===== src/design/rsnp_pkg.sv =====
// ----------------------------------------------------------------------------
// rsnp_pkg - shared types and constants for the ray/sphere nearest pick
// Field widths, register indexes and the controller/datapath interface.
// ----------------------------------------------------------------------------
package rsnp_pkg;

    localparam int POS_W   = 24;
    localparam int DIR_W   = 14;
    localparam int RAD_W   = 23;
    localparam int ID_W    = 16;
    localparam int DIST_W  = 52;
    localparam int V_W     = POS_W + 1;
    localparam int OP_W    = 26;
    localparam int PROD_W  = 2 * OP_W;
    localparam int DOT_W   = 40;
    localparam int C_W     = DIST_W + 1;
    localparam int SPLIT   = 20;
    localparam int DISC_W  = 2 * DOT_W;
    localparam int FRAC_SH = 24;
    localparam int ADDR_W  = 5;
    localparam int IDX_W   = 3;

    localparam logic [IDX_W-1:0] REG_ORIGIN_X = 3'd0;
    localparam logic [IDX_W-1:0] REG_ORIGIN_Y = 3'd1;
    localparam logic [IDX_W-1:0] REG_ORIGIN_Z = 3'd2;
    localparam logic [IDX_W-1:0] REG_DIR_X    = 3'd3;
    localparam logic [IDX_W-1:0] REG_DIR_Y    = 3'd4;
    localparam logic [IDX_W-1:0] REG_DIR_Z    = 3'd5;

    localparam logic signed [DIR_W-1:0] DIR_Z_RESET = 14'sd4096;

    typedef struct packed {
        logic signed [POS_W-1:0] origin_x;
        logic signed [POS_W-1:0] origin_y;
        logic signed [POS_W-1:0] origin_z;
        logic signed [DIR_W-1:0] dir_x;
        logic signed [DIR_W-1:0] dir_y;
        logic signed [DIR_W-1:0] dir_z;
    } t_cfg;

    typedef struct packed {
        logic signed [POS_W-1:0] center_x;
        logic signed [POS_W-1:0] center_y;
        logic signed [POS_W-1:0] center_z;
        logic [RAD_W-1:0]        radius;
        logic [ID_W-1:0]         object_id;
        logic                    last_sphere;
    } t_item;

    typedef struct packed {
        logic hit_found;
        logic [ID_W-1:0]   best_id;
        logic [DIST_W-1:0] best_dist_sq;
    } t_result;

    typedef struct packed {
        logic load;
        logic sq;
        logic dot;
        logic rr;
        logic csq;
        logic sum;
        logic upd;
        logic emit;
    } t_cmd;

    typedef struct packed {
        logic last;
    } t_sts;

endpackage


===== src/design/rsnp_cfg.sv =====
// ----------------------------------------------------------------------------
// rsnp_cfg - configuration register bank
// Holds the pick ray origin and direction behind an APB-style port.
// ----------------------------------------------------------------------------
module rsnp_cfg (
    input  logic                        i_clk,
    input  logic                        i_rst_n,
    input  logic                        psel,
    input  logic                        penable,
    input  logic                        pwrite,
    input  logic [rsnp_pkg::ADDR_W-1:0] paddr,
    input  logic [31:0]                 pwdata,
    output logic [31:0]                 prdata,
    output rsnp_pkg::t_cfg              o_cfg
);

    rsnp_pkg::t_cfg                r_cfg;
    logic                          w_wr;
    logic [rsnp_pkg::IDX_W-1:0]    w_idx;

    assign w_wr  = psel && penable && pwrite;
    assign w_idx = paddr[rsnp_pkg::ADDR_W-1:2];

    always_ff @(posedge i_clk) begin
        if (!i_rst_n) begin
            r_cfg.origin_x <= '0;
            r_cfg.origin_y <= '0;
            r_cfg.origin_z <= '0;
            r_cfg.dir_x    <= '0;
            r_cfg.dir_y    <= '0;
            r_cfg.dir_z    <= rsnp_pkg::DIR_Z_RESET;
        end else if (w_wr) begin
            case (w_idx)
                rsnp_pkg::REG_ORIGIN_X: r_cfg.origin_x <= pwdata[rsnp_pkg::POS_W-1:0];
                rsnp_pkg::REG_ORIGIN_Y: r_cfg.origin_y <= pwdata[rsnp_pkg::POS_W-1:0];
                rsnp_pkg::REG_ORIGIN_Z: r_cfg.origin_z <= pwdata[rsnp_pkg::POS_W-1:0];
                rsnp_pkg::REG_DIR_X:    r_cfg.dir_x    <= pwdata[rsnp_pkg::DIR_W-1:0];
                rsnp_pkg::REG_DIR_Y:    r_cfg.dir_y    <= pwdata[rsnp_pkg::DIR_W-1:0];
                rsnp_pkg::REG_DIR_Z:    r_cfg.dir_z    <= pwdata[rsnp_pkg::DIR_W-1:0];
                default: begin
                end
            endcase
        end
    end

    always_comb begin
        case (w_idx)
            rsnp_pkg::REG_ORIGIN_X: prdata = 32'(r_cfg.origin_x);
            rsnp_pkg::REG_ORIGIN_Y: prdata = 32'(r_cfg.origin_y);
            rsnp_pkg::REG_ORIGIN_Z: prdata = 32'(r_cfg.origin_z);
            rsnp_pkg::REG_DIR_X:    prdata = 32'(r_cfg.dir_x);
            rsnp_pkg::REG_DIR_Y:    prdata = 32'(r_cfg.dir_y);
            rsnp_pkg::REG_DIR_Z:    prdata = 32'(r_cfg.dir_z);
            default:                prdata = '0;
        endcase
    end

    assign o_cfg = r_cfg;

endmodule


===== config.mk =====
export PLATFORM = sky130hd
export DESIGN_NAME = rsnp_cfg
export DESIGN_NICKNAME = d
export VERILOG_FILES = /design/src/design/rsnp_pkg.sv /design/src/design/rsnp_cfg.sv
export SDC_FILE = /design/constraint.sdc
export NUM_CORES = 1
export LEC_CHECK = 0
export ABC_CLOCK_PERIOD_IN_PS = 1300
export BUFFER_PORTS_ARGS = -buffer_cell sky130_fd_sc_hd__buf_2
export CAP_MARGIN = 25
export CORE_MARGIN = 8
export CORE_UTILIZATION = 30
export CTS_CLUSTER_DIAMETER = 40
export DETAILED_ROUTE_END_ITERATION = 16
export SYNTH_ARGS = -nofsm -noshare
export SYNTH_HDL_FRONTEND = slang
export SYNTH_SLANG_ARGS = --single-unit

===== constraint.sdc =====
create_clock -name i_clk -period 1.3 [get_ports i_clk]
set_input_delay 0 -clock i_clk [delete_from_list [all_inputs] [get_ports i_clk]]
set_output_delay 0 -clock i_clk [all_outputs]
set_load 0.03 [all_outputs]

==> flow_metrics.tcl <==
set metrics [dict create \
    die_span_in_x_um 148 \
    hold-worst-slack_ps 33.1 \
    synth-seq-cells 114 \
    cts_root_buffer "sky130_fd_sc_hd__clkbuf_16" \
    worst-endpoint-required_ps 1300 \
    synth-async-reset-ratio 0 \
    largest_reg_flops 114 \
    rsz0062_at_grt "true" \
    drc_errors 0 \
    drv_slew 0 \
    slew_margin_rel 0.690 \
    total_power_mw 9.18 \
    finalWorstSetupSlack_ps -230 \
    timing.fmax_mhz 654 \
    comb_power_share 0.084 \
    ioPinCount 188 \
    drt_pass1_iterations 4 \
    cp_max_fanout 12 \
    synth-warning-count 0 \
    synth.most_common_cell "sky130_fd_sc_hd__nand2_1" \
    crit_arrival_ps 1530 \
    actual_transition_at_the_worst_max_transition_pin_ps 465 \
    cts.sink_count 114 \
    sw_frac_of_total 0.229 \
    detail_route.iter0.violations 191 \
    synth_area_per_cell_um2 9.80 \
    timing.final.crit_period_ps 1530 \
    grt.overflow.total 0 \
    timing.final.setup_violations 32 \
    n_fill_cell 1601 \
    dr_total_vias 4788 \
    power.clock.fraction 0.530 \
    finalClockSkew_ps 0 \
    clkLatencyLatePin_ps 390 \
    synth.top_cells.by_area "sky130_fd_sc_hd__dfxtp_1, sky130_fd_sc_hd__mux2i_1, sky130_fd_sc_hd__nand2_1" \
    wirelength_met1_mm 7.85 \
    power_leakage_nw 3.46 \
    dr.max_layer_used "met4" \
    p_switching_mw 2.10 \
    grt_max_degree 39 \
    final_cell_count_without_fillers 1009 \
    irDropWorstVdd_mv 1.01 \
    finalInstanceArea_um2 8020 \
    fp.dieH_um 148 \
    drive_above_1_share 0.453 \
    crit_chain "mux2i_1, o22a_1, buf_12, o221ai_4, buf_6" \
    finalWeightedCongestion 0.734 \
    post_synth_edffs 0 \
    synth_largest_area_cell "sky130_fd_sc_hd__dfxtp_1" \
    kind_of_start_point_of_the_critical_path "register" \
    cts.clk_slew.worst_paths_ps 50 \
    dieArea_um2 22000 \
    avgViaCountPerCell 4.75 \
    core_region_area_um2 17200 \
    initial_utilization 0.305 \
    synth_cell_type_count 30 \
    cts_made_buffers 17 \
    place.port_buffers 177 \
    synth.net_count 578 \
    first_global_vias 4923 \
    clk_path_buf_depth 2 \
    dp_hpwl_mm 12.4 \
    syn_to_final_growth_pct 52.6 \
    placement.cell_area_um2 6590 \
    dp_cells 925 \
    routed_wirelength_mm 18.0 \
    failing_checks "negative setup slack" \
    critPathBufInv 2 \
    number_of_antenna_violations_at_the_first_check_in_global_routing 1 \
    post_drt_wl_per_cell_um 17.9 \
    global_route_wire_length_before_repair_mm 27.6 \
    synth-main-ff-cell "sky130_fd_sc_hd__dfxtp_1" \
    result_of_the_run "complete, but fails checks" \
    critical-path-slowest-cell "sky130_fd_sc_hd__dfxtp_2" \
    critical_path.top_delay_family "compound AO/OA/AOI/OAI gates" \
    setup_tns_ps -5590 \
    rows 48 \
    end_kind "output pin" \
    amount_of_wire_on_met2_after_detailed_routing_mm 8.86 \
    synthesis.instances 536 \
    final_hold_viol_count 0 \
    syn-cell-area_um2 5260 \
    drt.antenna.violating_nets 0 \
    min_period_over_period 1.18 \
    netlist_top_cells_count "sky130_fd_sc_hd__nand2_1, sky130_fd_sc_hd__mux2i_1, sky130_fd_sc_hd__dfxtp_1" \
    met3RoutedLength_um 945 \
    sequential_group_share_of_total_power 0.386 \
    hp-class "in2reg" \
    slowest_delay_ps 320 \
    worstSetupPathType "reg2out" \
    cts_max_level 4 \
    grtUsageTotal 0.160 \
    ys_seq_area_frac 0.434 \
    design.final.nets 813 \
    cts_tree "done" \
    internal-power_mw 7.08 \
    powerDensity_nw_per_um2 1140 \
    synth.top_cell.area_share 0.434 \
    maxCapViolations 0 \
]
## worst min-delay path, cell delays in order
cell and delay [ps]:
sky130_fd_sc_hd__buf_2 110, sky130_fd_sc_hd__nand2_1 190, sky130_fd_sc_hd__mux2i_1 100
## metrics by stage
stage,setup slack (ps),utilization
finish,-230,0.465
global route,-329,0.465
CTS,-265,0.455
detailed placement,30.0,0.382
global placement,52.1,0.382
floorplan,10.3,-
## layer usage
layer | vias up | GRT usage
met2 | 117 | 0.266
met1 | 2310 | 0.191
met5 | - | 0
met4 | 0 | 0.0683
li1 | 2340 | -
met3 | 21 | 0.0428
## power by group through the flow
| stage | clock network [mW] | registers [mW] | logic, mW |
|---|---|---|---|
| final | 4.86 | 3.55 | 0.772 |
| after global routing | 5.14 | 3.54 | 0.823 |
| after CTS | 4.97 | 3.54 | 0.756 |
| after detailed placement | 0 | 3.62 | 0.661 |
| after global placement | 0 | 3.62 | 0.660 |
| after floorplan | 0 | 3.67 | 0.344 |
## cell families (layout without fill, tap and decap cells)
| family | count (synthesis) | in the layout | share of synthesized area |
|---|---|---|---|
| and+or+nand+nor | 170 | 170 | 0.142 |
| muxes | 155 | 155 | 0.300 |
| DFF | 114 | 114 | 0.434 |
| buffers and inverters | 52 | 298 | 0.0595 |
| AOI/OAI and AO/OA | 45 | 46 | 0.0648 |
| other | 0 | 1 | 0 |
## cell type report
type,count,area (um2),area share
multi-input combinational,371,2870,0.358
sequential,114,2320,0.290
timing repair buffer,265,1920,0.239
clock buffer,22,494,0.0616
tap,225,282,0.0351
clock inverter,9,128,0.0159
inverter,2,7.51,0.000936
antenna,1,2.50,0.000312
## placed cells by master (no fill, tap or decap), drive strengths merged, types with 7 or more instances in the layout
master         n
clkbuf        22
o221ai        16
buf          241
mux2          18
dfxtp        114
nand2        149
a21oi          7
dlygate4sd3   24
mux2i        137
a22oi         11
## path summary, 6_finish.rpt
path	startpoint	endpoint	slack, ps	cells after the start
max	o_cfg[13]	prdata[31]	-230	5
min	pwdata[5]	o_cfg[71]	30	3
max reg2reg	o_cfg[105]	o_cfg[105]	170	3
min reg2reg	o_cfg[71]	o_cfg[71]	460	2
## repair_timing
action / in CTS / in global routing
hold buffers: 24 / 0
cloned: 1 / 0
endpoints found under the hold margin: 87 / 0
setup buffers: 15 / 12
pin swaps: 6 / 7
setup endpoints to repair: 32 / 33
resized for setup: 91 / 19
(Power assumes the default switching activity.)
