`src/design/rsnp_pkg.sv`:
```
// ----------------------------------------------------------------------------
// rsnp_pkg - shared types and constants for the ray/sphere nearest pick
// Field widths, register indexes and the controller/datapath interface.
// ----------------------------------------------------------------------------
package rsnp_pkg;

    localparam int POS_W   = 24;
    localparam int DIR_W   = 14;
    localparam int RAD_W   = 23;
    localparam int ID_W    = 16;
    localparam int DIST_W  = 52;
    localparam int V_W     = POS_W + 1;
    localparam int OP_W    = 26;
    localparam int PROD_W  = 2 * OP_W;
    localparam int DOT_W   = 40;
    localparam int C_W     = DIST_W + 1;
    localparam int SPLIT   = 20;
    localparam int DISC_W  = 2 * DOT_W;
    localparam int FRAC_SH = 24;
    localparam int ADDR_W  = 5;
    localparam int IDX_W   = 3;

    localparam logic [IDX_W-1:0] REG_ORIGIN_X = 3'd0;
    localparam logic [IDX_W-1:0] REG_ORIGIN_Y = 3'd1;
    localparam logic [IDX_W-1:0] REG_ORIGIN_Z = 3'd2;
    localparam logic [IDX_W-1:0] REG_DIR_X    = 3'd3;
    localparam logic [IDX_W-1:0] REG_DIR_Y    = 3'd4;
    localparam logic [IDX_W-1:0] REG_DIR_Z    = 3'd5;

    localparam logic signed [DIR_W-1:0] DIR_Z_RESET = 14'sd4096;

    typedef struct packed {
        logic signed [POS_W-1:0] origin_x;
        logic signed [POS_W-1:0] origin_y;
        logic signed [POS_W-1:0] origin_z;
        logic signed [DIR_W-1:0] dir_x;
        logic signed [DIR_W-1:0] dir_y;
        logic signed [DIR_W-1:0] dir_z;
    } t_cfg;

    typedef struct packed {
        logic signed [POS_W-1:0] center_x;
        logic signed [POS_W-1:0] center_y;
        logic signed [POS_W-1:0] center_z;
        logic [RAD_W-1:0]        radius;
        logic [ID_W-1:0]         object_id;
        logic                    last_sphere;
    } t_item;

    typedef struct packed {
        logic hit_found;
        logic [ID_W-1:0]   best_id;
        logic [DIST_W-1:0] best_dist_sq;
    } t_result;

    typedef struct packed {
        logic load;
        logic sq;
        logic dot;
        logic rr;
        logic csq;
        logic sum;
        logic upd;
        logic emit;
    } t_cmd;

    typedef struct packed {
        logic last;
    } t_sts;

endpackage

```
`src/design/rsnp_ctrl.sv`:
```
// ----------------------------------------------------------------------------
// rsnp_ctrl - sequencer for the sphere test
// Steps the datapath through squares, dot products, discriminant and update,
// and owns the request handshakes and the result valid flag.
// ----------------------------------------------------------------------------
module rsnp_ctrl (
    input  logic           i_clk,
    input  logic           i_rst_n,
    input  logic           i_in_valid,
    output logic           o_in_ready,
    output logic           o_out_valid,
    input  logic           i_out_ready,
    input  rsnp_pkg::t_sts i_sts,
    output rsnp_pkg::t_cmd o_cmd
);

    localparam logic [2:0] S_IDLE = 3'd0;
    localparam logic [2:0] S_SQ   = 3'd1;
    localparam logic [2:0] S_DOT  = 3'd2;
    localparam logic [2:0] S_RR   = 3'd3;
    localparam logic [2:0] S_CSQ  = 3'd4;
    localparam logic [2:0] S_SUM  = 3'd5;
    localparam logic [2:0] S_UPD  = 3'd6;

    logic [2:0] r_state, n_state;
    logic       r_out_valid, n_out_valid;
    logic       w_upd_go;
    logic       w_fire;

    assign w_upd_go   = (r_state == S_UPD) && (!i_sts.last || !r_out_valid || i_out_ready);
    assign o_in_ready = (r_state == S_IDLE) || w_upd_go;
    assign w_fire     = i_in_valid && o_in_ready;

    always_comb begin
        n_state = r_state;
        case (r_state)
            S_IDLE: if (w_fire) n_state = S_SQ;
            S_SQ:   n_state = S_DOT;
            S_DOT:  n_state = S_RR;
            S_RR:   n_state = S_CSQ;
            S_CSQ:  n_state = S_SUM;
            S_SUM:  n_state = S_UPD;
            S_UPD: begin
                if (w_upd_go) n_state = w_fire ? S_SQ : S_IDLE;
            end
            default: n_state = S_IDLE;
        endcase
    end

    always_comb begin
        o_cmd.load = w_fire;
        o_cmd.sq   = (r_state == S_SQ);
        o_cmd.dot  = (r_state == S_DOT);
        o_cmd.rr   = (r_state == S_RR);
        o_cmd.csq  = (r_state == S_CSQ);
        o_cmd.sum  = (r_state == S_SUM);
        o_cmd.upd  = w_upd_go;
        o_cmd.emit = w_upd_go && i_sts.last;
    end

    always_comb begin
        n_out_valid = r_out_valid;
        if (w_upd_go && i_sts.last) begin
            n_out_valid = 1'b1;
        end else if (i_out_ready) begin
            n_out_valid = 1'b0;
        end
    end

    always_ff @(posedge i_clk) begin
        if (!i_rst_n) begin
            r_state     <= S_IDLE;
            r_out_valid <= 1'b0;
        end else begin
            r_state     <= n_state;
            r_out_valid <= n_out_valid;
        end
    end

    assign o_out_valid = r_out_valid;

endmodule

```
`config.mk`:
```
export PLATFORM = sky130hd
export DESIGN_NAME = rsnp_ctrl
export DESIGN_NICKNAME = d
export VERILOG_FILES = /design/src/design/rsnp_pkg.sv /design/src/design/rsnp_ctrl.sv
export SDC_FILE = /design/constraint.sdc
export NUM_CORES = 1
export LEC_CHECK = 0
export ABC_AREA = 1
export BUFFER_PORTS_ARGS = -buffer_cell sky130_fd_sc_hd__buf_2
export CORE_AREA = 2 2 39 41
export CTS_BUF_LIST = sky130_fd_sc_hd__clkbuf_4 sky130_fd_sc_hd__clkbuf_8
export DETAILED_ROUTE_END_ITERATION = 10
export DIE_AREA = 0 0 41 43
export REMOVE_ABC_BUFFERS = 1
export SLEW_MARGIN = 20
export SYNTH_ARGS = -nofsm -noshare
export SYNTH_HDL_FRONTEND = slang
export SYNTH_SLANG_ARGS = --single-unit
```
`constraint.sdc`:
```
create_clock -name i_clk -period 1.5 [get_ports i_clk]
set_input_delay 0.3 -clock i_clk [delete_from_list [all_inputs] [get_ports i_clk]]
set_output_delay 0.3 -clock i_clk [all_outputs]
set_load 0.005 [all_outputs]
```
==> summary.txt <==
Status
  – Status: completed

Synthesis
  – Synthesized area: between 300 and 400 sq um
  – Cells after synthesis: 49
  – Top cells by area, synth: dfxtp_1 (25%), inv_1 (14%), nand2_2 (12%)
  – Avg Inst Size Synth: 6.43 sq um
  – Sequential element share of the synthesized area: 25.4%
  – Most area-hungry cell type in the Yosys netlist: dfxtp_1
  – Synth warn: 0
  – Number of synthesized register bits: 4
  – Proportion of netlist area held by the largest area contributor: 25.4%
  – Unique masters post-synth: 15

Setup path
  – Crit path arrival time: 1.10 ns
  – CP max FO: 6
  – Reg2reg path depth: 5
  – Crit path launch type: flop
  – Crit end category: output pin
  – Register-to-register setup slack: 0.53 ns
  – Launching point of the worst reg2reg path: r_state[0]$_SDFFE_PN0P_
  – Worst Path Required: 1.20 ns
  – Critical path class: flop to output pin
  – Reg-to-reg endpoint: r_state[2]$_SDFFE_PN0P_

Routing
  – First-iteration detailed-routing DRC count: 8
  – First-pass detailed-route iteration total: 4
  – Wire per inst: 8.40 um
  – WL final: 655 um
  – Drc violations: 0
  – Via Count: 321
  – Vias per cell: 4.12
  – Antenna Nets Post-Route: 0

Timing
  – Setup_tns: 0 ns
  – Unrepaired setup endpoints after global routing: false
  – Slew at the pin closest to its max-slew limit: about 0.18 ns
  – Min Tclk post-route: 1.40 ns
  – Final hold violations: 0
  – Final setup vio count: 0
  – Final Cycle Share: between 90% and 100%
  – Clock Skews: around 0.0054 ns
  – Final Max Tran Viols: 0
  – Achievable frequency: 712 MHz
  – Relative slew slack: 88.0%

GRT
  – GR Util All Layers: 9.63%
  – Gr ovfl total: 0
  – Vias in the first global route: approximately 290
  – Largest net degree at the start of global routing: 9
  – Initial antenna violation count: 0
  – First-pass GRT wire length: between 1000 and 1500 um

Clock network
  – Clock Tree Buf Depth: 2
  – Clock Pin Slew Worst Setup and Hold Paths: 0.04 ns
  – H-Tree Depth: 1
  – Clk sinks: 4
  – CTS tree: yes
  – Clk Latency, worst-skew pair: 0.23 ns
  – CTS Root Buffer Type: clkbuf_4
  – # hold bufs at CTS: 0
  – Total CTS buffers: 3

Pwr
  – Sw Ratio: 29.9%
  – Power share of the combinational group: 26.4%
  – PwrDens: 877 nW/um^2
  – Sequential share of power: 38.2%
  – Leak: 0.266 nW
  – Int Power: around 250 uW
  – P_sw: 106 uW
  – Clk network pwr share: 35.4%
  – Maximum vdd drop: between 300 and 400 uV

Die
  – Initial Util: 22.8%
  – Boundary pin count: 15
  – Die Y: 43 um
  – Total core area: about 1400 sq um
  – Chip width: between 40 and 50 um
  – Row count: 14
  – Die area: 1760 sq um

Placement
  – Half-perimeter wire length after placement: 531 um
  – PortBufs: 14
  – Inst Count DP: 75
  – Gpl congestion: a little over 0.7

Final layout
  – Nets: roughly 70
  – Multi-input gate area: 155 sq um
  – Area Growth Syn to Fin: 28.6%
  – Layout cells sized above 1: 50.0%
  – Diode count: 0
  – Filler cells: 162
  – FF/Latch Area: 88.8 sq um
  – Final design utilization: 29.3%
  – Non-Filler Instances: 78

Min path
  – Worst hold stages: 3
  – Hold EP: r_state[2]$_SDFFE_PN0P_
  – Worst hold-check path type: input pin to flop
  – Hold path start: i_rst_n

Job
  – Max-cap violation count: 0
[synthesized netlist by cell type, drive strengths merged]
cell type / count
nand3b: 1
inv: 13
nor2: 5
buf: 4
nand2: 12
dfxtp: 4
nor3: 1
a21oi: 2
a31oi: 1
nand3: 5
o21ai: 1
[worst max-delay path: stages, from the launching register on]
cell and delay, ns:
dfxtp_4 0.37, nand2_2 0.08, nor2_4 0.09, nand2_2 0.07, nand2_2 0.07, nand2_2 0.05, inv_1 0.04, buf_2 0.10
[placed cells by master (no fill, tap or decap)]
cell type  instances
nor2_2             1
nor2_4             1
a31oi_1            1
nand3b_1           1
dfxtp_1            1
a21oi_2            2
o21ai_0            1
inv_1             12
nor2_1             3
clkbuf_4           3
buf_2             14
dfxtp_2            1
nand3_1            5
dfxtp_4            2
nand2_1            6
nor3_1             1
inv_2              1
nand2_2            6
[state kept, by name (all words and copies together) (netlist names)]
signal and count:
r_state 3, o_out_valid 1
[power groups by stage]
stage | registers, mW | logic (mW) | clock network, mW
2_1_floorplan | 0.132 | 0.0590 | 0
3_3_place_gp | 0.134 | 0.0913 | 0
3_5_place_dp | 0.135 | 0.0930 | 0
4_1_cts | 0.135 | 0.0936 | 0.136
5_1_grt | 0.138 | 0.108 | 0.147
6_report | 0.136 | 0.0938 | 0.126
[cell families after synthesis]
| family | after synthesis | share of synthesized area (%) |
|---|---|---|
| compound gates | 4 | 9.13 |
| buf+inv | 17 | 26.2 |
| flops | 4 | 25.4 |
| simple gates | 24 | 39.3 |
[layout make-up]
type	instances	share of cell area, %
clock buffer	3	5.56
multi-input combinational	28	38.3
tap	16	4.94
inverter	13	12.0
sequential	4	21.9
timing repair buffer	14	17.3
[repair_timing]
item / in CTS / in global routing
pin swaps: 0 / 0
buffers inserted: 0 / 0
cloned: 0 / 0
endpoints found under the setup margin: 1 / 3
resized for setup: 2 / 4
endpoints found under the hold margin: 0 / 0
[routing by layer]
| metal | part of all wire, % | GRT usage [%] | vias up |
|---|---|---|---|
| met1 | 44 | 13.8 | 140 |
| met3 | 10 | 4.71 | 0 |
| met4 | 0 | 6.00 | 0 |
| met2 | 46 | 10.9 | 9 |
| li1 | - | - | 172 |
| met5 | 0 | 0 | - |
[worst max-delay path by stage]
stage / cells after the start / to / slack, ns / startpoint
floorplan: 5 / o_cmd[7] / 0.39 / r_state[0]$_SDFFE_PN0P_
finish: 7 / o_cmd[7] / 0.1 / r_state[1]$_SDFFE_PN0P_
global placement: 7 / o_cmd[7] / 0.26 / r_state[1]$_SDFFE_PN0P_
CTS: 7 / o_cmd[7] / 0.01 / r_state[2]$_SDFFE_PN0P_
global route: 7 / o_cmd[0] / 0.006 / r_state[1]$_SDFFE_PN0P_
detailed placement: 8 / o_cmd[7] / 0.25 / i_out_ready
[through the flow]
| step | area, sq um | setup slack [ns] | hold slack, ns | power (mW) |
|---|---|---|---|---|
| 2_1_floorplan | 282 | 0.387 | 0.398 | 0.191 |
| 3_3_place_gp | 372 | 0.265 | 0.489 | 0.225 |
| 3_5_place_dp | 372 | 0.253 | 0.489 | 0.228 |
| 4_1_cts | 397 | 0.0145 | 0.257 | 0.364 |
| 5_1_grt | 405 | 0.00575 | 0.275 | 0.394 |
| 6_report | 405 | 0.0955 | 0.267 | 0.356 |
Note: power is estimated with default switching activity, not from simulation.
